**src/hw/rtl/clat_pkg.sv**
```systemverilog
// Shared types, byte codes and defaults for the command line assembler tokenizer.
package clat_pkg;

    // Default sizing
    localparam int LINE_LEN_DEF   = 64;
    localparam int MAX_TOKENS_DEF = 10;

    // Received byte codes
    localparam logic [7:0] CH_NUL = 8'h00;
    localparam logic [7:0] CH_ETX = 8'h03;
    localparam logic [7:0] CH_BS  = 8'h08;
    localparam logic [7:0] CH_TAB = 8'h09;
    localparam logic [7:0] CH_LF  = 8'h0A;
    localparam logic [7:0] CH_CR  = 8'h0D;
    localparam logic [7:0] CH_SP  = 8'h20;

    // Line end cause reported with every request
    typedef enum logic [1:0] {
        CAUSE_EOL    = 2'd0,
        CAUSE_CANCEL = 2'd1,
        CAUSE_FULL   = 2'd2
    } t_cause;

    // Sequencer states
    typedef enum logic [1:0] {
        S_IDLE,
        S_RD,
        S_CHK,
        S_FIN
    } t_state;

    // Token separator test
    function automatic logic blank_char(input logic [7:0] c);
        return c inside {CH_SP, CH_NUL, CH_TAB, CH_CR, CH_LF};
    endfunction

endpackage

```
**src/hw/rtl/clat_ram.sv**
```systemverilog
// Generic single write port, single read port RAM with registered read data.
module clat_ram #(
    parameter int WIDTH = 8,
    parameter int DEPTH = 64
) (
    input  logic                     i_clk,
    input  logic                     i_we,
    input  logic [$clog2(DEPTH)-1:0] i_waddr,
    input  logic [WIDTH-1:0]         i_wdata,
    input  logic                     i_re,
    input  logic [$clog2(DEPTH)-1:0] i_raddr,
    output logic [WIDTH-1:0]         o_rdata
);

    logic [WIDTH-1:0] r_mem [DEPTH];
    logic [WIDTH-1:0] r_rdata;

    // Write and registered read; read data holds while no read is issued
    always_ff @(posedge i_clk) begin
        if (i_we) begin
            r_mem[i_waddr] <= i_wdata;
        end
        if (i_re) begin
            r_rdata <= r_mem[i_raddr];
        end
    end

    assign o_rdata = r_rdata;

endmodule

```
**src/hw/rtl/command_line_assembler_tokenizer_unit.sv**
```systemverilog
// Top level: serial command line assembler with token scanner.
//
// Input channel: one received byte per request (i_in_valid / o_in_stall /
// i_rx_byte). Ordinary bytes are stored in the line RAM, backspace drops the
// last stored byte, ETX cancels the line, CR or LF ends it, and a byte that
// arrives when LINE_LEN-1 bytes are stored is dropped and ends the line.
// Output channel: one request per token (o_out_valid / i_out_stall and the
// token fields), or one request with o_token_valid low when the line holds no
// token; o_last_token marks the final request of a line.
// A line end starts a walk of the line RAM from offset 0: each stored byte is
// read (read issue in S_RD), then classified in S_CHK through the blank/NUL
// compare, and the walk closes through S_RD and S_FIN. The single RAM read
// port and its registered read set this read-then-classify order. o_in_stall
// is high for the whole walk. The output register lets the next byte be
// accepted while the last request still waits; when the receiver stalls, the
// walk holds at the next token boundary until the output register frees.
// Reset clears the write position, the sequencer and the output valid; the
// line RAM is not cleared, since only bytes written for the current line are
// ever read.
module command_line_assembler_tokenizer_unit #(
    parameter int LINE_LEN   = clat_pkg::LINE_LEN_DEF,
    parameter int MAX_TOKENS = clat_pkg::MAX_TOKENS_DEF
) (
    input  logic       i_clk,
    input  logic       i_rst_n,
    input  logic       i_in_valid,
    output logic       o_in_stall,
    input  logic [7:0] i_rx_byte,
    output logic       o_out_valid,
    input  logic       i_out_stall,
    output logic       o_token_valid,
    output logic [3:0] o_token_index,
    output logic [5:0] o_token_start,
    output logic [5:0] o_token_length,
    output logic [5:0] o_line_length,
    output logic [1:0] o_end_cause,
    output logic       o_last_token
);

    localparam int AW = $clog2(LINE_LEN);
    localparam int CW = $clog2(MAX_TOKENS + 1);

    clat_pkg::t_state r_state, n_state;
    logic [AW-1:0]    r_wp, n_wp;
    logic [AW-1:0]    r_len, n_len;
    clat_pkg::t_cause r_cause, n_cause;
    logic [AW-1:0]    r_idx, n_idx;
    logic [CW-1:0]    r_cnt, n_cnt;
    logic             r_in_tok, n_in_tok;
    logic             r_prev_nul, n_prev_nul;
    logic [AW-1:0]    r_pstart, n_pstart;
    logic [AW-1:0]    r_plen, n_plen;

    logic             r_ovalid;
    logic             r_tvalid;
    logic [3:0]       r_tindex;
    logic [5:0]       r_tstart;
    logic [5:0]       r_tlen;
    logic [5:0]       r_llen;
    logic [1:0]       r_ocause;
    logic             r_olast;

    logic             ram_we;
    logic             ram_re;
    logic [7:0]       ram_rdata;
    logic             out_free;
    logic             ld;
    logic             ld_valid;
    logic             ld_last;
    logic             acc;

    // Line RAM
    clat_ram #(
        .WIDTH (8),
        .DEPTH (LINE_LEN)
    ) u_ram (
        .i_clk   (i_clk),
        .i_we    (ram_we),
        .i_waddr (r_wp),
        .i_wdata (i_rx_byte),
        .i_re    (ram_re),
        .i_raddr (r_idx),
        .o_rdata (ram_rdata)
    );

    assign o_in_stall = (r_state != clat_pkg::S_IDLE);
    assign acc        = i_in_valid && (r_state == clat_pkg::S_IDLE);
    assign out_free   = !r_ovalid || !i_out_stall;

    // State registers
    always_ff @(posedge i_clk) begin
        if (!i_rst_n) begin
            r_state <= clat_pkg::S_IDLE;
            r_wp    <= '0;
        end else begin
            r_state <= n_state;
            r_wp    <= n_wp;
        end
    end

    // Scan context
    always_ff @(posedge i_clk) begin
        r_len      <= n_len;
        r_cause    <= n_cause;
        r_idx      <= n_idx;
        r_cnt      <= n_cnt;
        r_in_tok   <= n_in_tok;
        r_prev_nul <= n_prev_nul;
        r_pstart   <= n_pstart;
        r_plen     <= n_plen;
    end

    // Sequencer: edit the line, then walk it one byte per read
    always_comb begin
        n_state    = r_state;
        n_wp       = r_wp;
        n_len      = r_len;
        n_cause    = r_cause;
        n_idx      = r_idx;
        n_cnt      = r_cnt;
        n_in_tok   = r_in_tok;
        n_prev_nul = r_prev_nul;
        n_pstart   = r_pstart;
        n_plen     = r_plen;
        ram_we     = 1'b0;
        ram_re     = 1'b0;
        ld         = 1'b0;
        ld_valid   = 1'b0;
        ld_last    = 1'b0;

        case (r_state)
            clat_pkg::S_IDLE: begin
                if (acc) begin
                    n_idx      = '0;
                    n_cnt      = '0;
                    n_in_tok   = 1'b0;
                    n_prev_nul = 1'b0;
                    if (i_rx_byte inside {clat_pkg::CH_CR, clat_pkg::CH_LF}) begin
                        n_len   = r_wp;
                        n_cause = clat_pkg::CAUSE_EOL;
                        n_wp    = '0;
                        n_state = clat_pkg::S_RD;
                    end else if (i_rx_byte == clat_pkg::CH_BS) begin
                        if (r_wp != '0) begin
                            n_wp = r_wp - AW'(1);
                        end
                    end else if (i_rx_byte == clat_pkg::CH_ETX) begin
                        n_len   = '0;
                        n_cause = clat_pkg::CAUSE_CANCEL;
                        n_wp    = '0;
                        n_state = clat_pkg::S_RD;
                    end else if (r_wp < AW'(LINE_LEN - 1)) begin
                        ram_we = 1'b1;
                        n_wp   = r_wp + AW'(1);
                    end else begin
                        n_len   = r_wp;
                        n_cause = clat_pkg::CAUSE_FULL;
                        n_wp    = '0;
                        n_state = clat_pkg::S_RD;
                    end
                end
            end

            clat_pkg::S_RD: begin
                if (r_idx == r_len) begin
                    n_state = clat_pkg::S_FIN;
                end else begin
                    ram_re  = 1'b1;
                    n_state = clat_pkg::S_CHK;
                end
            end

            clat_pkg::S_CHK: begin
                if ((ram_rdata == clat_pkg::CH_NUL) && r_prev_nul) begin
                    // double NUL stops the walk
                    n_state = clat_pkg::S_FIN;
                end else if (clat_pkg::blank_char(ram_rdata)) begin
                    n_prev_nul = (ram_rdata == clat_pkg::CH_NUL);
                    n_in_tok   = 1'b0;
                    n_idx      = r_idx + AW'(1);
                    n_state    = clat_pkg::S_RD;
                end else if (r_in_tok) begin
                    n_prev_nul = 1'b0;
                    n_plen     = r_plen + AW'(1);
                    n_idx      = r_idx + AW'(1);
                    n_state    = clat_pkg::S_RD;
                end else if (r_cnt >= CW'(MAX_TOKENS)) begin
                    n_state = clat_pkg::S_FIN;
                end else if ((r_cnt == '0) || out_free) begin
                    // flush the previous token, open a new one
                    ld         = (r_cnt != '0);
                    ld_valid   = 1'b1;
                    n_pstart   = r_idx;
                    n_plen     = AW'(1);
                    n_cnt      = r_cnt + CW'(1);
                    n_in_tok   = 1'b1;
                    n_prev_nul = 1'b0;
                    n_idx      = r_idx + AW'(1);
                    n_state    = clat_pkg::S_RD;
                end
            end

            clat_pkg::S_FIN: begin
                if (out_free) begin
                    ld       = 1'b1;
                    ld_valid = (r_cnt != '0);
                    ld_last  = 1'b1;
                    n_state  = clat_pkg::S_IDLE;
                end
            end

            default: begin
                n_state = clat_pkg::S_IDLE;
            end
        endcase
    end

    // Output valid: set on load, drop once taken
    always_ff @(posedge i_clk) begin
        if (!i_rst_n) begin
            r_ovalid <= 1'b0;
        end else if (ld) begin
            r_ovalid <= 1'b1;
        end else if (!i_out_stall) begin
            r_ovalid <= 1'b0;
        end
    end

    // Output payload
    always_ff @(posedge i_clk) begin
        if (ld) begin
            r_tvalid <= ld_valid;
            r_tindex <= ld_valid ? 4'(r_cnt - CW'(1)) : 4'd0;
            r_tstart <= ld_valid ? 6'(r_pstart) : 6'd0;
            r_tlen   <= ld_valid ? 6'(r_plen) : 6'd0;
            r_llen   <= 6'(r_len);
            r_ocause <= r_cause;
            r_olast  <= ld_last;
        end
    end

    assign o_out_valid    = r_ovalid;
    assign o_token_valid  = r_tvalid;
    assign o_token_index  = r_tindex;
    assign o_token_start  = r_tstart;
    assign o_token_length = r_tlen;
    assign o_line_length  = r_llen;
    assign o_end_cause    = r_ocause;
    assign o_last_token   = r_olast;

endmodule

```
**config.mk**
```make
export PLATFORM = sky130hd
export DESIGN_NAME = command_line_assembler_tokenizer_unit
export DESIGN_NICKNAME = d
export VERILOG_FILES = /design/src/hw/rtl/clat_pkg.sv /design/src/hw/rtl/clat_ram.sv /design/src/hw/rtl/command_line_assembler_tokenizer_unit.sv
export SDC_FILE = /design/constraint.sdc
export NUM_CORES = 1
export LEC_CHECK = 0
export BUFFER_PORTS_ARGS = -buffer_cell sky130_fd_sc_hd__clkbuf_2
export CAP_MARGIN = 0
export CORE_MARGIN = 2
export CORE_UTILIZATION = 55
export CTS_BUF_LIST = sky130_fd_sc_hd__clkbuf_16
export DETAILED_ROUTE_END_ITERATION = 10
export HOLD_SLACK_MARGIN = 0.1
export PLACE_DENSITY_LB_ADDON = 0.25
export SYNTH_ARGS = -nofsm -noshare
export SYNTH_HDL_FRONTEND = slang
export SYNTH_SLANG_ARGS = --single-unit
```
**constraint.sdc**
```tcl
create_clock -name i_clk -period 4.6 [get_ports i_clk]
set_input_delay 0.92 -clock i_clk [delete_from_list [all_inputs] [get_ports i_clk]]
set_output_delay 0.92 -clock i_clk [all_outputs]
set_load 0.01 [all_outputs]
```
# Word level (Yosys, flattened, before mapping)
# Memory sizes are Yosys's and may differ from the RTL's. A register that Yosys moved wholly into a read port is not among the register bits.
# Cells that the tools add are included.
[totals]
regBits = 67
in_bits = 12
word_cells = 163
ramBits = 512
mem_count = 1
[classes]
n_mux = 79
n_reduce_logical = 24
order_cmp = 2
n_addsub = 6
bitwise_logic = 4
n_eq_ne = 29
[mem_list]
columns = ["name", "words", "word_bits", "read_ports", "rd_ports_with_merged_regs", "wr", "line", "source"]
rows = [
  ["u_ram.r_mem", 64, 8, 1, 1, 1, "clat_ram.sv:15", "logic [WIDTH-1:0] r_mem [DEPTH];"],
]
[op_table]
columns = ["cell", "count"]
rows = [
  ["$mux 6", 18],
  ["$eq 8x4->1 const B", 6],
  ["$mux 1", 34],
  ["$mux 2", 14],
  ["$mux 4", 6],
  ["$add 6x1->6 const B", 3],
  ["$ne 2x2->1 const B", 9],
  ["$reduce_and 5->1", 3],
  ["$ne 4x4->1 const B", 3],
  ["$pmux 6 s2", 1],
  ["$eq 8x2->1 const B", 1],
  ["$eq 8x6->1 const B", 1],
  ["$logic_not 8->1", 1],
  ["$pmux 1 s2", 4],
  ["$pmux 2 s4", 1],
  ["$pmux 4 s2", 1],
  ["$reduce_bool 2->1", 4],
  ["$reduce_and 7->1", 1],
  ["$eq 6x6->1", 1],
  ["$lt 6x6->1 const B", 1],
  ["$ne 3x3->1 const B", 2],
  ["$ne 6x6->1 const B", 1],
  ["$reduce_and 3->1", 2],
  ["$reduce_and 6->1", 1],
  ["other kinds (18)", 25],
]

# Logic depth before layout (Yosys ltp)
# Gate-level depths: netlist of run 1.
[depth]
depth_word = 10
mapped_depth = 8

# By module
# A second synthesis of run 1 with hierarchy kept.
[unflattened]
hier_cells = 1240
area_unflattened_um2 = 23521.3
[modules_own_cells]
columns = ["mod", "n_inst", "cells_each", "area_each_um2"]
rows = [
  ["clat_ram", 1, 972, 20270.7],
  ["command_line_assembler_tokenizer_unit", 1, 268, 3250.6],
]

# Least setup slack after synthesis of run 1
# No wires, ideal clock.
[synth_timing]
path_type = "reg-to-reg"
start = "reg r_cnt[0]"
end = "reg r_ocause[0] (netlist: o_end_cause[0]), enable pin"
path_slack_ps = 1585
setup_time_ps = 418
stages_incl_launch_ff = 7
arrival_time_ps = 2597
synth_period_minus_slack_ps = 3015
cell_sequence = "edfxtp_1 -> inv_1 -> ha_1 -> o31ai_1 -> nand4_1 -> o21a_1 -> a21oi_1"
[synth_via]
elab_chain_len = 8
elab_cells_between_ends = 10
cone_classes = "order compare (1); mux (6); reduce/logical (3)"
[synth_rtl]
columns = ["element", "line", "source"]
rows = [
  ["start, declared", "command_line_assembler_tokenizer_unit.sv:48", "logic [CW-1:0] r_cnt, n_cnt;"],
  ["start signal, assigned", "command_line_assembler_tokenizer_unit.sv:106", "r_cnt <= n_cnt;"],
  ["branches (longest 3 deep; another with $ge 4x4->1)", "n/a", ""],
  ["$mux 1 (*)", "command_line_assembler_tokenizer_unit.sv:187", "end else if (r_cnt >= CW'(MAX_TOKENS)) begin"],
  ["$mux 1 (*)", "command_line_assembler_tokenizer_unit.sv:182", "end else if (r_in_tok) begin"],
  ["$mux 1 (*)", "command_line_assembler_tokenizer_unit.sv:177", "end else if (clat_pkg::blank_char(ram_rdata)) begin"],
  ["$mux 1 (*)", "command_line_assembler_tokenizer_unit.sv:174", "if ((ram_rdata == clat_pkg::CH_NUL) && r_prev_nul) begin"],
  ["$pmux 1 s2 (*)", "command_line_assembler_tokenizer_unit.sv:131", "case (r_state)"],
  ["via ld", "command_line_assembler_tokenizer_unit.sv:67", "logic ld;"],
  ["end signal, assigned", "command_line_assembler_tokenizer_unit.sv:237", "r_ocause <= r_cause;"],
  ["end, declared", "command_line_assembler_tokenizer_unit.sv:60", "logic [1:0] r_ocause;"],
]
# Mark *: on every way through the listed nets, which the timed path passes.
# A chain may end at the register's enable or synchronous reset.

# Worst setup path after layout of run 1
[layout_timing]
start = "in i_rx_byte[2]"
end = "mem u_ram.r_mem[56][6], enable pin"
[layout_via]
elab_chain_len = 8
elab_cells_between_ends = 12
cone_classes = "eq/ne (4); mux (7); reduce/logical (1)"
[layout_rtl]
columns = ["element", "line", "source"]
rows = [
  ["start, declared", "command_line_assembler_tokenizer_unit.sv:28", "input logic [7:0] i_rx_byte,"],
  ["$eq 8x2->1", "command_line_assembler_tokenizer_unit.sv:147", "end else if (i_rx_byte == clat_pkg::CH_ETX) begin"],
  ["$mux 1", "command_line_assembler_tokenizer_unit.sv:147", ""],
  ["$mux 1", "command_line_assembler_tokenizer_unit.sv:143", "end else if (i_rx_byte == clat_pkg::CH_BS) begin"],
  ["$mux 1 (*)", "command_line_assembler_tokenizer_unit.sv:138", "if (i_rx_byte inside {clat_pkg::CH_CR, clat_pkg::CH_LF}) begin"],
  ["$mux 1 (*)", "command_line_assembler_tokenizer_unit.sv:133", "if (acc) begin"],
  ["$mux 1 (*)", "command_line_assembler_tokenizer_unit.sv:131", ""],
  ["$mux 1 (*)", "clat_ram.sv:20", "if (i_we) begin"],
  ["$mux 1 (not written as such) (*)", "clat_ram.sv:21", "r_mem[i_waddr] <= i_wdata;"],
  ["end, declared", "clat_ram.sv:15", ""],
]
# Every way passes the cells marked *; elsewhere a longest branch is shown, timed or not.

==> results_dict.tcl, run 1 <==
set metrics [dict create \
    ys_seq_area_frac 0.752 \
    rsz0062_at_grt "no" \
    crit_type "in -> reg" \
    drc_errors 0 \
    maxCapViolCount 0 \
    clock_skew_ns 0.0213 \
    end_kind "register" \
    clock_sinks 587 \
    hpwl_um 30000 \
    routabilityCongestion 0.853 \
    io-pin-count 40 \
    arrival_ns 3.24 \
    ant_nets 0 \
    final_cell_mix "edfxtp_1, mux4_2, nor2_1" \
    fin_crit_sh 0.652 \
    met3_usage 0.0441 \
    first_pass_iters 6 \
    switching_share 0.235 \
    regMostFlops "u_ram.r_mem" \
    status "completed" \
    grt_usage 0.232 \
    first_iter_violations 1257 \
    met2_usage 0.355 \
    use_met1 0.342 \
    period_minus_slack_ns 3.00 \
    synthCells 1169 \
    ir_worst_vdd_mv 0.305 \
    pwr-share-clk 0.379 \
    critical_path_peak_fanout 8 \
    syn-cell-area_um2 23300 \
    hold_buffers 0 \
    numCtsBuffers 57 \
    floorplan.initialDensity 0.557 \
    synth_top_area_share 0.744 \
    syn_to_final_growth_pct 11.7 \
    antenna_found_initial 0 \
    hold_violations 0 \
    critPathMaxStageDelay_ns 0.66 \
    comb_power_share 0.106 \
    setup_violations 0 \
    root_buffer "clkbuf_16" \
    drv_slew 0 \
    cts_resized 0 \
    synthTopCellsByArea "edfxtp_1, mux4_2, nor2_1" \
    grt-ovfl-total 0 \
    min_path_type "reg -> reg" \
    crit_slowest_cell "nor2_1" \
    core-area_um2 41900 \
    grt_pass1_vias 11520 \
    avgSynthCellArea_um2 19.9 \
    num_rows 75 \
    async_flop_share 0 \
    seq_power_share 0.514 \
    clk_path_buf_depth 3 \
    final_layout_size_suffix_gt1_frac 0.247 \
    grt-busiest-layer "met2" \
    powerDensity_nw_per_um2 448 \
    relSlewSlack 0.224 \
    power.total_mw 11.7 \
    power_leakage_nw 8.30 \
    ctsHtreeMaxLevel 2 \
    synthFlopType "edfxtp_1" \
    synth.distinct_cells 55 \
    port_buffers 39 \
    yosysTopAreaCell "edfxtp_1" \
    cts_tree "done" \
    path_cells "clkbuf_2 -> and3b_1 -> o21ai_0 -> a21oi_1 -> nor3_1 -> nand3_1 -> nor2_1" \
    clk_pin_slew_ns 0.06 \
    yosys_warnings 0 \
    dieHeight_um 210 \
    start_kind "primary input" \
    die_w_um 210 \
    grt_max_degree 74 \
    die_area_um2 44100 \
    tightestPinTransition_ns 1.16 \
    avgRoutedWirePerCell_um 27.1 \
    synthesis.nets 1189 \
    final_common_cell "edfxtp_1" \
    max_freq_mhz 334 \
    synth_edf_count 578 \
    via_per_inst 6.27 \
    layout.nets 1268 \
    insertion_delay_ns 0.63 \
    switching_power_mw 2.74 \
    largest_register_ffs 512 \
    intPower_mw 8.92 \
    critPathRequiredTime_ns 4.85 \
    grt_pass1_wl_um 74300 \
    routed_wl_um 49700 \
    finalSetupTns_ns 0 \
    vias 11515 \
    ys_seq_elements 587 \
    postCtsSetupRepairBufs 0 \
]
-- power by group through the flow --
stage | clock network (mW) | registers, mW | logic [mW]
6_report | 4.42 | 6.00 | 1.24
5_1_grt | 4.69 | 6.00 | 1.33
4_1_cts | 4.50 | 6.00 | 1.25
3_5_place_dp | 0 | 6.11 | 1.25
3_3_place_gp | 0 | 6.11 | 1.24
2_1_floorplan | 0 | 6.08 | 0.865
-- synthesized netlist by cell type, drive strengths merged, types with 2 or more instances --
master  number
nor2b       24
xnor2       12
xor2         9
o211ai       2
a22oi       13
nor4         3
and2        10
o32ai        2
mux2         6
or3          6
o21ai       11
mux2i       16
nor3        10
o31ai        2
or4          2
or3b         2
nor3b        3
nand2b       5
mux4       144
dfxtp        9
nor2       105
o21a         3
clkbuf      19
a21oi       16
o221ai       4
edfxtp     578
ha           8
a221oi       6
buf         40
o22ai       11
nand2       35
nand4        3
inv         15
nand3       15
a21boi       4
or2          2
-- worst max-delay path: cells and delay by family --
family / cells / cell delay, ns
buf+inv: 1 / 0.17
compound gates: 2 / 0.26
simple gates: 4 / 1.86
-- final timing paths --
kind	startpoint	end	slack, ns	cells past startpoint
worst max register to register	r_state[1]	u_ram.r_mem[56][6]	1.62	5
worst min register to register	r_pstart[4]	o_token_start[4]	0.54	1
worst min-delay path	r_pstart[4]	o_token_start[4]	0.54	1
worst max-delay path	i_rx_byte[2]	u_ram.r_mem[56][6]	1.60	7
-- cells by family after synthesis --
group / synth area share
AO/OA/AOI/OAI: 0.0248
XOR/XNOR: 0.00789
adder cells (fa/ha/maj): 0.00429
buffers and inverters: 0.0153
flip-flops: 0.752
multiplexers: 0.149
AND/OR/NAND/NOR: 0.0467
-- layout make-up --
| class | count | area (um2) |
|---|---|---|
| sequential | 587 | 17500 |
| fill | 2848 | 15800 |
| multi-input combinational | 508 | 5430 |
| clock buffer | 57 | 1430 |
| tap | 539 | 674 |
| timing repair buffer | 79 | 558 |
| clock inverter | 51 | 362 |
| inverter | 15 | 56.3 |
| antenna | 1 | 2.50 |
-- per-layer routing --
metal  up-vias  part of all wire
met2       515              0.47
li1       4925                 -
met4         0             0.028
met1      5986              0.42
met5         -                 0
met3        89             0.075
-- metrics by stage --
step	instance area (um2)	hold slack [ns]	util	cells	setup WS (ns)
floorplan	23300	0.400	-	1169	1.59
global placement	24300	0.522	0.579	1728	0.964
detailed placement	24300	0.526	0.579	1728	0.905
CTS	26000	0.541	0.622	1836	1.56
global route	26000	0.540	0.622	1836	1.35
finish	26000	0.537	0.622	1837	1.60
No activity file was read; power rests on OpenSTA's default activity.
==> inputs of run 2 (changes only) <==
==> constraint.sdc (replaced) <==
create_clock -name i_clk -period 2.7 [get_ports i_clk]
set_input_delay 0.54 -clock i_clk [delete_from_list [all_inputs] [get_ports i_clk]]
set_output_delay 0.54 -clock i_clk [all_outputs]
set_load 0.01 [all_outputs]
==> run 2 against run 1 <==
Net effect:
- combinational power rose by 88%
- critical endpoint is now u_ram.o_rdata[4]
- worst setup slack got worse by 1.5 ns
- clock power rose by 75%
- die area did not move
- power rose by 74%
- final cell count rose by 5.1%
- critical path type is now reg -> reg
- critical path depth fell by 1
- non-clock buffer count rose by 104
- sequential share of layout area fell by 2.2 points
- highest routed layer is now met5
- register-to-register slack got worse by 1.5 ns
- design area rose by 3.4%
==> results_dict.tcl, run 2 (synthesis gave the netlist of run 1 again) <==
set metrics [dict create \
    status "completed" \
    start_kind "register" \
    min_to "o_out_valid" \
    floorplan.initialDensity 0.557 \
    drv_slew 0 \
    postCtsSetupRepairBufs 0 \
    first_pass_iters 5 \
    root_buffer "clkbuf_16" \
    r2r_slack_ns 0.12 \
    numCtsBuffers 54 \
    fin_crit_sh 0.955 \
    port_buffers 39 \
    relSlewSlack 0.453 \
    end_kind "register" \
    setup_violations 0 \
    syn_to_final_growth_pct 15.5 \
    worstRegToRegCells 6 \
    vias 12059 \
    routed_wl_um 51200 \
    r2r-start "r_idx[0]" \
    rsz0062_at_grt "no" \
    clk_pin_slew_ns 0.06 \
    clock_skew_ns 0.0181 \
    placed_area_um2 25100 \
    period_minus_slack_ns 2.58 \
    largest_register_ffs 512 \
    routabilityCongestion 0.891 \
    ant_nets 0 \
    crit_slowest_cell "mux4_2" \
    critPathMaxStageDelay_ns 0.55 \
    die_w_um 210 \
    critical_path_peak_fanout 16 \
    via_per_inst 6.24 \
    clk_path_buf_depth 3 \
    grt_pass1_vias 12067 \
    fin_area_um2 26900 \
    power_leakage_nw 8.83 \
    antenna_found_initial 1 \
    path_cells "buf_12 -> buf_12 -> mux4_2 -> mux4_2 -> a22oi_1 -> o221ai_1" \
    hpwl_um 32700 \
    critPathBufInv 2 \
    ctsHtreeMaxLevel 2 \
    core-area_um2 41900 \
    tightestPinTransition_ns 0.821 \
    hold_depth 3 \
    grt_usage 0.241 \
    cts_resized 0 \
    drc_errors 0 \
    maxCapViolCount 0 \
    clock_sinks 587 \
    max_freq_mhz 388 \
    final_common_cell "edfxtp_1" \
    insertion_delay_ns 0.60 \
    final_cell_mix "edfxtp_1, mux4_2, buf_4" \
    grt_pass1_wl_um 77200 \
    num_rows 75 \
    hold_violations 0 \
    arrival_ns 2.90 \
    critPathRequiredTime_ns 3.02 \
    powerDensity_nw_per_um2 753 \
    die_area_um2 44100 \
    finalSetupTns_ns 0 \
    dieHeight_um 210 \
    avgRoutedWirePerCell_um 26.5 \
    crit_type "reg -> reg" \
    io-pin-count 40 \
    min_path_type "in -> reg" \
    grt_max_degree 65 \
    cp_top_family "multiplexers" \
    layout.nets 1369 \
    ir_worst_vdd_mv 0.401 \
    antenna_cells 0 \
    first_iter_violations 1487 \
    final_layout_size_suffix_gt1_frac 0.300 \
    worstReg2RegEnd "u_ram.o_rdata[4]" \
    regMostFlops "u_ram.r_mem" \
    hold_buffers 0 \
    grt-ovfl-total 0 \
    cts_tree "done" \
    min-delay-start "i_out_stall" \
]
-- run 2: cell count changes in the layout (fill, tap and decap cells not counted), moves of 2 or more --
cell,previous run,this run
inv_1,32,26
clkbuf_16,57,55
clkinv_2,16,6
bufinv_16,3,9
clkinv_1,9,14
buf_12,5,12
buf_4,35,132
-- run 2: worst max-delay path by stage --
stage	startpoint	to	cells after the start
after global placement	r_idx[0]	u_ram.o_rdata[4]	6
after detailed placement	i_rx_byte[5]	u_ram.r_mem[51][7]	8
after CTS	r_idx[0]	u_ram.o_rdata[0]	6
after floorplan	i_rx_byte[2]	u_ram.r_mem[56][0]	7
final	r_idx[0]	u_ram.o_rdata[4]	6
after global routing	r_idx[0]	u_ram.o_rdata[2]	7
-- run 2: final cells by class --
type                            instances  area, um2
Multi-Input combinational cell        508       5430
Clock inverter                         44        427
Inverter                               15       56.3
Tap cell                              539        674
Timing Repair Buffer                  183       1430
Fill cell                            2772      14900
Sequential cell                       587      17500
Clock buffer                           55       1380
-- run 2: layer usage --
layer	global-route usage	vias to the layer above	share of wire
li1	-	5124	-
met5	0	-	0.00018
met3	0.0416	90	0.078
met1	0.341	6264	0.41
met4	0.0699	2	0.023
met2	0.392	579	0.49
-- run 2: report_power, final --
group / switching, mW / leakage (nW) / internal (mW)
registers: 0.0747 / 5.31 / 10.1
clock network: 3.21 / 0.918 / 4.54
logic: 1.26 / 2.60 / 1.07
total: 4.54 / 8.83 / 15.7
-- run 2: worst reg2reg max path, cell delays in order, from the launching register on --
cell and delay, ns:
edfxtp_1 0.45, buf_12 0.20, buf_12 0.20, mux4_2 0.56
mux4_2 0.49, a22oi_1 0.24, o221ai_1 0.17
-- run 2: per-stage QoR --
stage / instances / utilization / setup WS [ns] / hold slack (ns) / total power, mW
floorplan: 1169 / - / 0.245 / 0.400 / 11.8
global placement: 1832 / 0.600 / 0.0809 / 0.448 / 12.7
detailed placement: 1832 / 0.600 / 0.0489 / 0.466 / 12.7
CTS: 1931 / 0.643 / 0.0718 / 0.290 / 20.4
global route: 1931 / 0.643 / 0.0314 / 0.307 / 20.9
finish: 1931 / 0.643 / 0.123 / 0.336 / 20.3
